## config.mk

```make
export PLATFORM = sky130hd
export DESIGN_NAME = soil_moisture_average_map_ema
export DESIGN_NICKNAME = d
export VERILOG_FILES = /design/src/sv/smae_pkg.sv /design/src/sv/smae_div.sv /design/src/sv/smae_ctrl.sv /design/src/sv/smae_dpath.sv /design/src/sv/soil_moisture_average_map_ema.sv
export SDC_FILE = /design/constraint.sdc
export NUM_CORES = 1
export LEC_CHECK = 0
export BUFFER_PORTS_ARGS = -buffer_cell sky130_fd_sc_hd__buf_2
export CORE_MARGIN = 2
export CORE_UTILIZATION = 64
export DETAILED_ROUTE_END_ITERATION = 8
export HOLD_SLACK_MARGIN = 0.1
export PLACE_DENSITY_LB_ADDON = 0.08
export SETUP_SLACK_MARGIN = 0.4
export SYNTH_ARGS = -nofsm -noshare
export SYNTH_HDL_FRONTEND = slang
export SYNTH_SLANG_ARGS = --single-unit
```

## constraint.sdc

```tcl
create_clock -name clock -period 6.9 [get_ports clock]
set_clock_uncertainty 0.1 [all_clocks]
set_input_delay 0.69 -clock clock [delete_from_list [all_inputs] [get_ports clock]]
set_output_delay 0.69 -clock clock [all_outputs]
set_load 0.01 [all_outputs]
```

## src/sv/smae_pkg.sv

```systemverilog
// shared widths, constants and control types of the soil moisture block
package smae_pkg;

   localparam int ADC_W       = 12;
   localparam int CFG_W       = 12;
   localparam int WEIGHT_W    = 9;
   localparam int MOIST_W     = 15;
   localparam int NUM_W       = 27;
   localparam int DEN_W       = 12;
   localparam int PROD_W      = 24;
   localparam int CSR_ADDR_W  = 2;
   localparam int REQ_DATA_W  = 16;
   localparam int RSP_DATA_W  = 48;
   localparam int SAMPLES_DEF = 16;

   localparam logic [MOIST_W-1:0]  FULL_SCALE   = 15'd25600;
   localparam logic [WEIGHT_W-1:0] WEIGHT_ONE   = 9'd256;
   localparam logic [ADC_W-1:0]    DRY_RESET    = 12'd4095;
   localparam logic [ADC_W-1:0]    WET_RESET    = 12'd0;
   localparam logic [WEIGHT_W-1:0] WEIGHT_RESET = 9'd51;

   // configuration register indexes
   typedef enum logic [CSR_ADDR_W-1:0] {
      CSR_DRY    = 2'd0,
      CSR_WET    = 2'd1,
      CSR_WEIGHT = 2'd2
   } csr_index_type;

   // commands from controller to datapath
   typedef struct packed {
      logic accum;
      logic avg_start;
      logic clamp;
      logic scale;
      logic map_start;
      logic ema_mult;
      logic emit;
   } smae_cmd_type;

   // status from datapath to controller
   typedef struct packed {
      logic last;
      logic div_done;
      logic out_free;
   } smae_status_type;

endpackage

```

## src/sv/smae_div.sv

```systemverilog
// restoring divider, one quotient bit per cycle
module smae_div
   import smae_pkg::*;
(
   input  logic             clock,
   input  logic             reset,
   input  logic             start,
   input  logic [NUM_W-1:0] dividend,
   input  logic [DEN_W-1:0] divisor,
   output logic             done,
   output logic [NUM_W-1:0] quotient
);

   localparam int STEP_W = $clog2(NUM_W);

   logic              busy_ff, busy_in;
   logic [STEP_W-1:0] step_ff, step_in;
   logic [NUM_W-1:0]  dq_ff, dq_in;
   logic [DEN_W-1:0]  rem_ff, rem_in;
   logic [DEN_W-1:0]  den_ff, den_in;
   logic [DEN_W:0]    trial;
   logic [DEN_W:0]    diff;
   logic              ge;

   // one shift-and-subtract step
   assign trial = {rem_ff, dq_ff[NUM_W-1]};
   assign ge    = trial >= {1'b0, den_ff};
   assign diff  = trial - {1'b0, den_ff};
   assign done  = busy_ff && (step_ff == STEP_W'(NUM_W - 1));
   assign quotient = dq_ff;

   // next state of the iteration
   always_comb begin
      busy_in = busy_ff;
      step_in = step_ff;
      dq_in   = dq_ff;
      rem_in  = rem_ff;
      den_in  = den_ff;
      if (start) begin
         busy_in = 1'b1;
         step_in = '0;
         dq_in   = dividend;
         rem_in  = '0;
         den_in  = divisor;
      end else if (busy_ff) begin
         rem_in  = ge ? diff[DEN_W-1:0] : trial[DEN_W-1:0];
         dq_in   = {dq_ff[NUM_W-2:0], ge};
         step_in = step_ff + STEP_W'(1);
         if (done) begin
            busy_in = 1'b0;
         end
      end
   end

   // control registers
   always_ff @(posedge clock) begin
      if (reset) begin
         busy_ff <= 1'b0;
         step_ff <= '0;
      end else begin
         busy_ff <= busy_in;
         step_ff <= step_in;
      end
   end

   // working registers
   always_ff @(posedge clock) begin
      dq_ff  <= dq_in;
      rem_ff <= rem_in;
      den_ff <= den_in;
   end

endmodule

```

## src/sv/smae_ctrl.sv

```systemverilog
// controller state machine sequencing accumulation, division, mapping and output
module smae_ctrl
   import smae_pkg::*;
(
   input  logic            clock,
   input  logic            reset,
   input  logic            req_tvalid,
   output logic            req_tready,
   input  smae_status_type status,
   output smae_cmd_type    cmd
);

   typedef enum logic [7:0] {
      S_ACCUM     = 8'b00000001,
      S_AVG_START = 8'b00000010,
      S_CLAMP     = 8'b00000100,
      S_SCALE     = 8'b00001000,
      S_MAP_START = 8'b00010000,
      S_MAP_WAIT  = 8'b00100000,
      S_EMA_MULT  = 8'b01000000,
      S_EMIT      = 8'b10000000
   } state_type;

   state_type state_ff, state_in;

   assign req_tready = (state_ff == S_ACCUM);

   // next state and commands
   always_comb begin
      state_in = state_ff;
      cmd      = '0;
      unique case (state_ff)
         S_ACCUM: begin
            if (req_tvalid) begin
               cmd.accum = 1'b1;
               if (status.last) begin
                  state_in = S_AVG_START;
               end
            end
         end
         S_AVG_START: begin
            cmd.avg_start = 1'b1;
            state_in      = S_CLAMP;
         end
         S_CLAMP: begin
            cmd.clamp = 1'b1;
            state_in  = S_SCALE;
         end
         S_SCALE: begin
            cmd.scale = 1'b1;
            state_in  = S_MAP_START;
         end
         S_MAP_START: begin
            cmd.map_start = 1'b1;
            state_in      = S_MAP_WAIT;
         end
         S_MAP_WAIT: begin
            if (status.div_done) begin
               state_in = S_EMA_MULT;
            end
         end
         S_EMA_MULT: begin
            cmd.ema_mult = 1'b1;
            state_in     = S_EMIT;
         end
         S_EMIT: begin
            if (status.out_free) begin
               cmd.emit = 1'b1;
               state_in = S_ACCUM;
            end
         end
         default: begin
            state_in = S_ACCUM;
         end
      endcase
   end

   // state register
   always_ff @(posedge clock) begin
      if (reset) begin
         state_ff <= S_ACCUM;
      end else begin
         state_ff <= state_in;
      end
   end

endmodule

```

## src/sv/smae_dpath.sv

```systemverilog
// datapath: calibration registers, accumulator, mapping, moving average, output word
module smae_dpath
   import smae_pkg::*;
#(
   parameter int SAMPLES = SAMPLES_DEF
) (
   input  logic                  clock,
   input  logic                  reset,
   input  smae_cmd_type          cmd,
   output smae_status_type       status,
   input  logic [ADC_W-1:0]      sample,
   input  logic                  csr_we,
   input  logic [CSR_ADDR_W-1:0] csr_addr,
   input  logic [CFG_W-1:0]      csr_wdata,
   input  logic                  rsp_tready,
   output logic                  rsp_tvalid,
   output logic [RSP_DATA_W-1:0] rsp_tdata,
   output logic                  rsp_tuser
);

   localparam int CNT_W   = (SAMPLES > 1) ? $clog2(SAMPLES) : 1;
   localparam int SUM_W   = ADC_W + $clog2(SAMPLES);
   localparam int MEAN_SH = SUM_W + $clog2(SAMPLES);
   localparam int RECIP_W = SUM_W + 1;
   localparam int MPROD_W = SUM_W + RECIP_W;
   localparam logic [RECIP_W-1:0] MEAN_RECIP =
      RECIP_W'(((64'd1 << MEAN_SH) + 64'(SAMPLES) - 64'd1) / 64'(SAMPLES));

   // calibration registers
   logic [ADC_W-1:0]    dry_ff, wet_ff;
   logic [WEIGHT_W-1:0] weight_ff;

   // block state
   logic [SUM_W-1:0]   sum_ff, sum_in;
   logic [CNT_W-1:0]   cnt_ff, cnt_in;
   logic [MOIST_W-1:0] ema_ff, ema_in;
   logic               seeded_ff, seeded_in;

   // per-block working registers
   logic [ADC_W-1:0]   avg_ff;
   logic [ADC_W-1:0]   diff_ff;
   logic               err_ff;
   logic [NUM_W-1:0]   num_ff;
   logic [MOIST_W-1:0] raw_ff;
   logic [PROD_W-1:0]  pa_ff, pb_ff;

   // output word
   logic               out_valid_ff, out_valid_in;
   logic [ADC_W-1:0]   out_avg_ff;
   logic [MOIST_W-1:0] out_raw_ff, out_filt_ff;
   logic               out_err_ff;

   logic               div_start, div_done;
   logic [NUM_W-1:0]   div_dividend, div_quotient;
   logic [DEN_W-1:0]   div_divisor;
   logic [MPROD_W-1:0] mean_prod;
   logic [ADC_W-1:0]   q_avg, clamped;
   logic [MOIST_W-1:0] raw_val;
   logic [WEIGHT_W-1:0] w_sat, w_inv;
   logic [PROD_W-1:0]  ema_sum;
   logic [MOIST_W-1:0] ema_new;
   logic               last;

   // configuration writes, unknown indexes dropped
   always_ff @(posedge clock) begin
      if (reset) begin
         dry_ff    <= DRY_RESET;
         wet_ff    <= WET_RESET;
         weight_ff <= WEIGHT_RESET;
      end else if (csr_we) begin
         unique case (csr_addr)
            CSR_DRY:    dry_ff    <= csr_wdata[ADC_W-1:0];
            CSR_WET:    wet_ff    <= csr_wdata[ADC_W-1:0];
            CSR_WEIGHT: weight_ff <= csr_wdata[WEIGHT_W-1:0];
            default: ;
         endcase
      end
   end

   // sample accumulation
   assign last = (cnt_ff == CNT_W'(SAMPLES - 1));

   always_comb begin
      sum_in = sum_ff;
      cnt_in = cnt_ff;
      if (cmd.accum) begin
         sum_in = sum_ff + SUM_W'(sample);
         cnt_in = last ? '0 : cnt_ff + CNT_W'(1);
      end else if (cmd.avg_start) begin
         sum_in = '0;
      end
   end

   // block mean by reciprocal multiply, exact over the whole sum range
   assign mean_prod = MPROD_W'(sum_ff) * MPROD_W'(MEAN_RECIP);
   assign q_avg     = mean_prod[MEAN_SH +: ADC_W];

   // divider for the calibrated mapping
   assign div_start    = cmd.map_start;
   assign div_dividend = num_ff;
   assign div_divisor  = dry_ff - wet_ff;

   smae_div u_div (
      .clock    (clock),
      .reset    (reset),
      .start    (div_start),
      .dividend (div_dividend),
      .divisor  (div_divisor),
      .done     (div_done),
      .quotient (div_quotient)
   );

   // clamp the mean between wet and dry codes
   always_comb begin
      clamped = avg_ff;
      if (clamped < wet_ff) begin
         clamped = wet_ff;
      end
      if (clamped > dry_ff) begin
         clamped = dry_ff;
      end
   end

   // moving average weights and products
   assign raw_val = err_ff ? '0 : div_quotient[MOIST_W-1:0];
   assign w_sat   = (weight_ff > WEIGHT_ONE) ? WEIGHT_ONE : weight_ff;
   assign w_inv   = WEIGHT_ONE - w_sat;
   assign ema_sum = pa_ff + pb_ff;
   assign ema_new = ema_sum[8 +: MOIST_W];

   always_comb begin
      ema_in    = ema_ff;
      seeded_in = seeded_ff;
      if (cmd.emit) begin
         ema_in    = seeded_ff ? ema_new : raw_ff;
         seeded_in = 1'b1;
      end
   end

   // per-block working registers
   always_ff @(posedge clock) begin
      if (cmd.avg_start) begin
         avg_ff <= q_avg;
      end
      if (cmd.clamp) begin
         diff_ff <= dry_ff - clamped;
         err_ff  <= (dry_ff <= wet_ff);
      end
      if (cmd.scale) begin
         num_ff <= NUM_W'(diff_ff) * NUM_W'(FULL_SCALE);
      end
      if (cmd.ema_mult) begin
         raw_ff <= raw_val;
         pa_ff  <= PROD_W'(w_sat) * PROD_W'(raw_val);
         pb_ff  <= PROD_W'(w_inv) * PROD_W'(ema_ff);
      end
   end

   // output word register, freed when taken
   assign status.out_free = !out_valid_ff || rsp_tready;
   assign status.last     = last;
   assign status.div_done = div_done;

   always_comb begin
      out_valid_in = out_valid_ff;
      if (cmd.emit) begin
         out_valid_in = 1'b1;
      end else if (rsp_tready) begin
         out_valid_in = 1'b0;
      end
   end

   always_ff @(posedge clock) begin
      if (cmd.emit) begin
         out_avg_ff  <= avg_ff;
         out_raw_ff  <= raw_ff;
         out_filt_ff <= ema_in;
         out_err_ff  <= err_ff;
      end
   end

   // block state registers
   always_ff @(posedge clock) begin
      if (reset) begin
         sum_ff       <= '0;
         cnt_ff       <= '0;
         ema_ff       <= '0;
         seeded_ff    <= 1'b0;
         out_valid_ff <= 1'b0;
      end else begin
         sum_ff       <= sum_in;
         cnt_ff       <= cnt_in;
         ema_ff       <= ema_in;
         seeded_ff    <= seeded_in;
         out_valid_ff <= out_valid_in;
      end
   end

   assign rsp_tvalid = out_valid_ff;
   assign rsp_tdata  = {{(RSP_DATA_W - ADC_W - 2 * MOIST_W){1'b0}},
                        out_filt_ff, out_raw_ff, out_avg_ff};
   assign rsp_tuser  = out_err_ff;

endmodule

```

## src/sv/soil_moisture_average_map_ema.sv

```systemverilog
// top level of the soil moisture averaging, mapping and moving average block
//
// Input stream req_*: one 12-bit converter sample per word. Samples are summed
// in blocks of SAMPLES words; while a block is being collected one word is
// taken every cycle.
// After the last word of a block the input stalls (req_tready low) through
// the block mean (reciprocal multiply), the clamp, the scale multiply and the
// divider start, the divider running the calibrated moisture mapping, the
// moving average multiply and the output step.
// Output stream rsp_*: one word per block, shown after the output step of that
// block. The word sits in an output register; if the receiver stalls, the next
// block is still collected and only its final step waits.
// Configuration: csr_we writes csr_wdata to register csr_addr (0 dry code,
// 1 wet code, 2 moving average weight); other indexes are dropped. Write
// only while no block result is pending.
// Reset (synchronous) restores the calibration defaults, clears the sum,
// count and moving average and drops any pending output word.
module soil_moisture_average_map_ema
   import smae_pkg::*;
#(
   parameter int SAMPLES = SAMPLES_DEF
) (
   input  logic                  clock,
   input  logic                  reset,
   // adc_sample [11:0]
   input  logic                  req_tvalid,
   output logic                  req_tready,
   input  logic [REQ_DATA_W-1:0] req_tdata,
   // average_code [11:0], raw_moisture [26:12], filtered_moisture [41:27]
   output logic                  rsp_tvalid,
   input  logic                  rsp_tready,
   output logic [RSP_DATA_W-1:0] rsp_tdata,
   // calib_error [0]
   output logic                  rsp_tuser,
   input  logic                  csr_we,
   input  logic [CSR_ADDR_W-1:0] csr_addr,
   input  logic [CFG_W-1:0]      csr_wdata
);

   smae_cmd_type    cmd;
   smae_status_type status;

   // sequencer
   smae_ctrl u_ctrl (
      .clock      (clock),
      .reset      (reset),
      .req_tvalid (req_tvalid),
      .req_tready (req_tready),
      .status     (status),
      .cmd        (cmd)
   );

   // arithmetic and storage
   smae_dpath #(
      .SAMPLES (SAMPLES)
   ) u_dpath (
      .clock      (clock),
      .reset      (reset),
      .cmd        (cmd),
      .status     (status),
      .sample     (req_tdata[ADC_W-1:0]),
      .csr_we     (csr_we),
      .csr_addr   (csr_addr),
      .csr_wdata  (csr_wdata),
      .rsp_tready (rsp_tready),
      .rsp_tvalid (rsp_tvalid),
      .rsp_tdata  (rsp_tdata),
      .rsp_tuser  (rsp_tuser)
   );

endmodule

```

==> run metrics, run 1 <==
CP Launch Type flop; Max-slew headroom 0.410; Ys Warns 0; first element of the critical path u_dpath.avg_ff[6]; largest fanout on the critical path 11; root buffer cell clkbuf_16; dpl cell area between 20000 and 25000 um2; cell count after placement about 2.9k; via count between 15k and 20k; ANT cells 0; post-layout instance area ~25000 um2; Hold Fails Final Rpt 0; dominant synthesized flop cell edfxtp_1; Tmin final approximately 6.2 ns; Final Slew Violations 0; Hold Crit Start csr_wdata[10]; most common cell after layout, fill and taps aside inv_1; htree depth 1; initial core utilization 0.651; status complete, no violations; Max Root-Sink Buffers 3; setup violators final 0; antenna violations before repair 0; clock-pin slew of the registers on the worst-case setup and hold paths 0.06 ns; Max Cap Violations 0; pwr dens 170 nW/um2; IO Port Bufs 75; Worst R2R Start u_dpath.avg_ff[6]; CP Data Required Time 7.12 ns; complex-gate fraction of the synthesized area 0.101; FF-to-FF path depth 23; Die Area 37800 um2; Fillers about 2.7k; residual DRC count 0; Area Growth Syn to Fin 8.42%; WHS Endpoint u_dpath.dry_ff[10]; number of flops mapped to enable cells by yosys ~190; largest net degree at the start of global routing between 60 and 70; Max VDD drop 192 uV; critical path type flop to flop; crit path max-delay cell type or4_1; Pleak 11.5 nW; Clock Sinks approximately 280; CP Buf/Inv Count 0; DPL Wire Length just over 40 mm; layout cells sized above 1 0.0838; FF+latch count, synth ~280; fin nets approximately 2.9k; GRT Overall Usage 0.281; Most Frequent Cell on Critical Path ha_1; fin crit share 0.894; r2r endpoint u_dpath.diff_ff[11]; xor/xnor share of the synthesized area 0.0381; largest family of logic cells by synthesized area adder cells; vias in the first global route 17.3k; mux cell area share after synthesis 0.0213; Routed WL per cell roughly 18 um; RSZ-0062 raised after global routing false; Clock Latency Late Sink roughly 0.59 ns; Chip Height roughly 190 um; CP Capture Type flop; Min-Delay Path Class input port to flop; adder-cell share of the synthesized area 0.284; Routed WL around 52 mm; sequential share of the synthesized area 0.322; drt first pass iters 5; Worst R2R Setup Slack between 0.7 and 0.8 ns; maximum clock rate 162 MHz; Cells after Synth between 2k and 2.5k; Core Area ~36000 um2; FF/Latch Area roughly 7500 um2; Synth async-reset ratio 0; Crit path max-delay family compound AO/OA/AOI/OAI gates; first-pass GRT wire length ~86 mm; final core utilization 0.706; CTS Buf Count 31; hold depth 3; via/cell ratio 5.83; area of the multi-input gates 14200 um2; Cell Rows between 60 and 70; die extent in x 194 um; Final GP Congestion between 0.8 and 0.9; worst-path cell chain ha_1, nand4_1, or4_1, a31oi_1, o21ai_2, nand2b_4, mux2_4, ha_1, nor2b_1, o211ai_1, a211oi_1, a2111oi_1, nor2_2, mux2i_1, ha_1, nor2b_1, o21ai_1, nand2b_1, a21o_1, o311a_1, a2111oi_2, a21oi_1, xor2_1; TritonCTS clock tree yes; Layout Cells excl Fill between 2k and 3k; setup_tns 0 ns; commonest cells after routing, fill and taps aside 325 x inv_1, 287 x nand2_1, 219 x ha_1; I/O pin count 86; DRT iter0 DRCs roughly 1.2k; Syn Area/Cell around 9.7 um2; Cell Area, Synth ~23000 um2; DRT antenna net count 0; Worst Max-Slew Pin Slew slightly below 0.9 ns; Post-Synth Simple-Gate Area 0.163; GRT overflow 0; Synth cell types 94; slowest stage delay, CP 0.53 ns; Worst EP arrival ~6.4 ns
worst max path at each step:
| stage | to | slack [ns] | depth (start not counted) |
|---|---|---|---|
| floorplan | u_dpath.pa_ff[0] | 0.81 | 3 |
| global placement | u_dpath.pb_ff[22] | 0.51 | 20 |
| detailed placement | u_dpath.pb_ff[21] | 0.41 | 24 |
| CTS | u_dpath.pb_ff[22] | 0.43 | 20 |
| global route | u_dpath.diff_ff[11] | 0.41 | 24 |
| finish | u_dpath.diff_ff[11] | 0.73 | 23 |
cell usage after synthesis, drive strengths merged (30+ instances only):
cell type	n	area (um2)
clkbuf	56	210
edfxtp	185	5560
mux2i	30	300
dfxtp	96	1920
nand2	289	1090
a21o	38	285
ha	219	2740
inv	326	1220
fa	193	3860
xnor2	70	613
nor2b	30	195
o21ai	69	353
nor2	146	548
and2	108	678
a21oi	115	591
xor2	31	272
nor3	43	220
nand2b	30	190
nand3	44	225
buf	31	173
power by group:
group / internal [mW] / switching [mW] / total [mW] / leakage, nW
clock network: 1.06 / 0.719 / 1.78 / 0.516
registers: 1.83 / 0.0348 / 1.86 / 2.47
logic: 0.263 / 0.378 / 0.642 / 8.52
routing by layer:
metal | track usage | part of all wire
met1 | 0.363 | 0.42
met2 | 0.482 | 0.49
met3 | 0.0338 | 0.050
met4 | 0.114 | 0.046
met5 | 0 | 0
flip-flops by register name, summed over array words and instances, names as in the netlist, 9 cells and up:
signal / flops
u_dpath.u_div.quotient: 27
u_dpath.pa_ff: 23
u_dpath.pb_ff: 23
u_dpath.div_dividend: 17
u_dpath.sum_ff: 16
u_dpath.ema_ff: 15
u_dpath.out_filt_ff: 15
u_dpath.out_raw_ff: 15
u_dpath.raw_ff: 15
u_dpath.avg_ff: 12
u_dpath.diff_ff: 12
u_dpath.dry_ff: 12
u_dpath.out_avg_ff: 12
u_dpath.u_div.den_ff: 12
u_dpath.u_div.rem_ff: 12
u_dpath.wet_ff: 12
u_dpath.weight_ff: 9
stage by stage:
step                      power (mW)  hold slack, ns  setup WS [ns]
final                           4.28           0.259          0.729
after global routing            4.46           0.273          0.408
after CTS                       4.30           0.241          0.429
after detailed placement        2.53           0.332          0.406
after global placement          2.50           0.329          0.515
after floorplan                 2.37           0.318          0.806
kinds of logic after synthesis:
| logic type | count (synthesis) |
|---|---|
| buffers and inverters | 415 |
| flip-flops | 281 |
| multiplexers | 44 |
| other | 1 |
| AO/OA/AOI/OAI | 355 |
| XOR/XNOR | 101 |
| AND/OR/NAND/NOR | 784 |
| adder cells (fa/ha/maj) | 412 |
cell type report:
type | count | area share
clock buffer | 33 | 0.0311
clock inverter | 25 | 0.0130
inverter | 328 | 0.0489
multi-input combinational | 1702 | 0.564
sequential | 281 | 0.297
tap | 461 | 0.0229
timing repair buffer | 101 | 0.0228
tightest hold or removal path, stage by stage:
cell and delay [ns]:
buf_2 0.10, nand2_1 0.05, o211ai_1 0.07
timing repair:
item / CTS / global route
pin swaps: 0 / 1
hold buffers: 0 / 0
setup endpoints to repair: 1 / 11
gates cloned: 0 / 0
setup buffers: 0 / 1
gates resized for setup: 1 / 10
Power figures use the tool's default switching activity.
==> inputs of run 2 (changes only) <==
Settings changed: BUFFER_PORTS_ARGS -buffer_cell sky130_fd_sc_hd__buf_2 to -buffer_cell sky130_fd_sc_hd__buf_4, CORE_UTILIZATION 64 to 30.
==> run metrics, run 2 (synthesis results as in run 1) <==
status complete, no violations; CP Data Required Time 7.09 ns (-0.03 ns); Final Slew Violations 0 (unchanged); Routed WL 61.9 mm (+20%); DRT iter0 DRCs 708 (-40%); initial core utilization 0.301 (-0.350); fin nets 2908 (+0.55%); Core Area 77100 um2 (+120%); TritonCTS clock tree yes; vias in the first global route 17.5k (+1.2%); Crit path max-delay family adder cells; GRT overflow 0 (unchanged); largest net degree at the start of global routing 63 (unchanged); critical path type flop to flop; layout cells sized above 1 0.0920 (+0.00816); setup ws final 0.688 ns (-0.0417 ns); residual DRC count 0 (unchanged); worst-path cell chain buf_4, buf_4, o21ai_0, mux2_2, buf_4, and2_1, fa_1, fa_1, fa_1, inv_1, fa_1, inv_1, ha_1, a21o_1, a21o_1, a21oi_1, o31ai_2, nand4_1, o211ai_1, a21oi_1, xnor2_1; most common cell after layout, fill and taps aside inv_1; pwr dens 178 nW/um2 (+4.5%); CTS Buf Count 39 (+26%); largest fanout on the critical path 18 (+7); Area Growth Syn to Fin 14.0%; setup violators final 0 (unchanged); first-pass GRT wire length 98.5 mm (+15%); Final GP Congestion 0.864 (-2.5%); Max-slew headroom 0.388 (-0.0214); commonest cells after routing, fill and taps aside 325 x inv_1, 287 x nand2_1, 219 x ha_1; CP Capture Type flop; Cell Rows 102 (+48%); setup_tns 0 ns (unchanged); Die Area 79600 um2 (+110%); via/cell ratio 4.72 (-19%); Worst Max-Slew Pin Slew 0.916 ns (+0.0320 ns); htree depth 2 (+1); Fillers 7958 (+190%); via count 16.7k (-2.5%); slowest stage delay, CP 0.57 ns (+0.04 ns); Most Frequent Cell on Critical Path fa_1; Pleak 11.8 nW (+2.4%); maximum clock rate 161 MHz (-0.67%); Routed WL per cell 17.5 um (-0.79%); hold slack final 0.271 ns (+0.0120 ns); CP Buf/Inv Count 5 (+5); IO Port Bufs 75 (unchanged); Largest register FFs 27 (unchanged); Worst EP arrival 6.40 ns (about the same); DP Worst Slack 0.173 ns (-0.233 ns); fin crit share 0.900 (+0.00604); Clock Latency Late Sink 0.56 ns (-0.03 ns); Max VDD drop 156 uV (-18%); Chip Height 282 um (+45%); die extent in x 282 um (+45%); Max Cap Violations 0 (unchanged); post-CTS setup buffer count 0 (unchanged); DPL Wire Length 48.7 mm (+21%); Clock Sinks 281 (unchanged); Hold Fails Final Rpt 0 (unchanged); RSZ-0062 raised after global routing false; Min-Delay Path Class input port to flop; Max Root-Sink Buffers 3 (unchanged); Tmin final 6.21 ns (+0.0417 ns); Post-CTS Hold Buffers 0 (unchanged); GRT Overall Usage 0.159 (-0.122); drt first pass iters 5 (unchanged); I/O pin count 86 (unchanged); root buffer cell clkbuf_16; antenna violations before repair 1 (+1); crit path max-delay cell type fa_1; DRT antenna net count 0 (unchanged); CP Launch Type flop; clock-pin slew of the registers on the worst-case setup and hold paths 0.06 ns (about the same)
[run 2: cell count changes in the layout (fill, tap and decap cells not counted), moves of 3 or more]
cell        before  now
clkbuf_16       31   40
buf_2           75    0
clkinv_2         3    8
clkinvlp_4       8    1
clkbuf_8         0    3
buf_4           25  108
[run 2: final timing paths]
kind                            cells after the start  slack (ns)                endpoint            startpoint
worst min register to register                      0        0.36  u_dpath.out_raw_ff[11]    u_dpath.raw_ff[11]
worst max-delay path                               21        0.69       u_dpath.pb_ff[21]  u_dpath.weight_ff[8]
worst max register to register                     21        0.69       u_dpath.pb_ff[21]  u_dpath.weight_ff[8]
worst min-delay path                                3        0.27      u_dpath.dry_ff[11]         csr_wdata[11]
[run 2: cell type report]
type	instances	area [um2]	area share
Clock buffer	46	1050	0.0398
Inverter	328	1230	0.0465
Timing Repair Buffer	109	822	0.0311
Multi-Input combinational cell	1702	14200	0.538
Sequential cell	281	7480	0.283
Clock inverter	24	329	0.0124
Antenna cell	1	2.50	0.0000946
Tap cell	1040	1300	0.0492
[run 2: metal layers]
metal  wire length, um  track usage  vias to the layer above  share of wire
li1                  -            -                     8158              -
met1             28900        0.212                     8201           0.47
met2             29500        0.270                      234           0.48
met3              2150       0.0235                       71          0.035
met4              1270       0.0376                        0          0.020
met5                 0            0                        -              0
[run 2: repair_timing]
action                     4_1_cts  5_1_grt
pin swaps                        0        0
setup endpoints to repair        8       11
cloned                           0        0
resized for setup                6       12
[run 2: through the flow]
step                      cell area [um2]   util  instances  power (mW)
final                               26500  0.343       3531        4.70
after global placement              25000  0.324       3460        2.55
after detailed placement            25000  0.324       3460        2.56
after global routing                26500  0.343       3530        4.93
after floorplan                     23200      -       2398        2.37
after CTS                           26400  0.342       3530        4.78
[run 2: report_power, final]
part	switching, mW	internal (mW)
Clock	0.795	1.39
Sequential	0.0338	1.83
Combinational	0.385	0.272
[run 2: worst min-delay path: cells and delay by family]
family,cells,cell delay (ns)
simple gates,1,0.04
compound gates,1,0.07
buf+inv,1,0.08
==> inputs of run 3 (changes only) <==
Settings changed: RECOVER_POWER from default to 50.
==> run metrics, run 3 (synthesis results as in run 1) <==
DRT antenna net count 0 (unchanged); Clock Latency Late Sink 0.56 ns (about the same); die extent in x 282 um (unchanged); largest net degree at the start of global routing 63 (unchanged); Final Slew Violations 118 (+118); clock-pin slew of the registers on the worst-case setup and hold paths 0.06 ns (about the same); root buffer cell clkbuf_16; vias in the first global route 17.5k (unchanged); crit path max-delay cell type fa_1; largest fanout on the critical path 18 (unchanged); IO Port Bufs 75 (unchanged); CP Capture Type flop; Largest register FFs 27 (unchanged); fin crit share 0.901 (about the same); via count 16.7k (+0.054%); most common cell after layout, fill and taps aside inv_1; Area Growth Syn to Fin 13.0%; DPL Wire Length 48.7 mm (unchanged); antenna violations before repair 1 (unchanged); GRT overflow 0 (unchanged); residual DRC count 0 (unchanged); initial core utilization 0.301 (unchanged); Tmin final 6.22 ns (+0.00544 ns); Hold Fails Final Rpt 0 (unchanged); failing checks max-capacitance violations, max-slew violations; via/cell ratio 4.72 (about the same); post-CTS setup buffer count 0 (unchanged); Core Area 77100 um2 (unchanged); drt first pass iters 4 (-1); Post-CTS Hold Buffers 0 (unchanged); maximum clock rate 161 MHz (about the same); htree depth 2 (unchanged); Min-Delay Path Class input port to flop; first-pass GRT wire length 98.5 mm (unchanged); Max Root-Sink Buffers 3 (unchanged); fin nets 2908 (unchanged); RSZ-0062 raised after global routing false; slowest stage delay, CP 0.57 ns (about the same); Max-slew headroom -1.49 (-1.88); Routed WL 61.9 mm (about the same); Cell Rows 102 (unchanged); DP Worst Slack 0.173 ns (unchanged); Clock Sinks 281 (unchanged); commonest cells after routing, fill and taps aside 325 x inv_1, 287 x nand2_1, 219 x ha_1; Routed WL per cell 17.5 um (about the same); worst-path cell chain buf_4, buf_4, o21ai_0, mux2_2, buf_4, and2_1, fa_1, fa_1, fa_1, inv_1, fa_1, inv_1, ha_1, a21o_1, a21o_1, a21oi_1, o31ai_2, nand4_1, o211ai_1, a21oi_1, xnor2_1; Chip Height 282 um (unchanged); critical path type flop to flop; pwr dens 179 nW/um2 (+0.78%); Fillers 8009 (+0.64%); Pleak 11.6 nW (-1.8%); setup_tns 0 ns (unchanged); setup ws final 0.682 ns (-0.00544 ns); Final GP Congestion 0.864 (unchanged); Max VDD drop 156 uV (about the same); CTS Buf Count 39 (unchanged); layout cells sized above 1 0.0687 (-0.0233); DRT iter0 DRCs 727 (+2.7%); setup violators final 0 (unchanged); Worst EP arrival 6.41 ns (about the same); CP Data Required Time 7.09 ns (about the same); TritonCTS clock tree yes; GRT Overall Usage 0.159 (unchanged); Die Area 79600 um2 (unchanged); cell count after placement 3460 (unchanged); CP Launch Type flop; Worst Max-Slew Pin Slew 3.73 ns (+2.82 ns); Layout Cells excl Fill 3531 (unchanged); status finished with violations; I/O pin count 86 (unchanged); Most Frequent Cell on Critical Path fa_1; Max Cap Violations 2 (+2)
[run 3: final cells by class]
cell class,instances,area (um2),area share
antenna,1,2.50,0.0000954
clock buffer,46,1050,0.0402
clock inverter,24,329,0.0125
inverter,328,1230,0.0469
multi-input combinational,1702,14200,0.542
sequential,281,7480,0.285
tap,1040,1300,0.0496
timing repair buffer,109,619,0.0236
[run 3: path summary, 6_finish.rpt]
kind	start	endpoint	slack, ns	cells past startpoint
min reg2reg	u_dpath.raw_ff[11]	u_dpath.out_raw_ff[11]	0.36	0
min	csr_wdata[11]	u_dpath.dry_ff[11]	0.27	3
max reg2reg	u_dpath.weight_ff[8]	u_dpath.pb_ff[21]	0.68	21
max	u_dpath.weight_ff[8]	u_dpath.pb_ff[21]	0.68	21
[run 3: critical path: cells and delay by family (launching register included)]
kind	cells	cell delay, ns
simple gates	2	0.32
xor+xnor	1	0.08
fa+ha+maj	5	2.50
compound gates	7	1.40
buf+inv	5	0.73
flops	1	0.33
mux	1	0.49
[run 3: metrics by stage]
step           hold WS, ns  area, um2  power [mW]  utilization
6_report             0.271      26200        4.70        0.340
2_1_floorplan        0.318      23200        2.37            -
3_5_place_dp         0.353      25000        2.56        0.324
4_1_cts              0.242      26400        4.78        0.342
3_3_place_gp         0.335      25000        2.55        0.324
5_1_grt              0.266      26200        4.93        0.340
[run 3: what timing repair did]
action	in CTS	in global routing
cloned	0	0
pin swaps	0	0
gates resized for setup	6	12
endpoints found under the setup margin	8	11
[run 3: metal layers]
| metal | global-route usage | part of all wire | wire length [um] |
|---|---|---|---|
| met4 | 0.0376 | 0.020 | 1230 |
| met5 | 0 | 0 | 0 |
| met3 | 0.0235 | 0.033 | 2040 |
| met1 | 0.212 | 0.47 | 29100 |
| met2 | 0.270 | 0.48 | 29600 |
[run 3: power by group]
| part | switching, mW | internal, mW |
|---|---|---|
| logic | 0.385 | 0.269 |
| clock network | 0.796 | 1.39 |
| registers | 0.0335 | 1.83 |
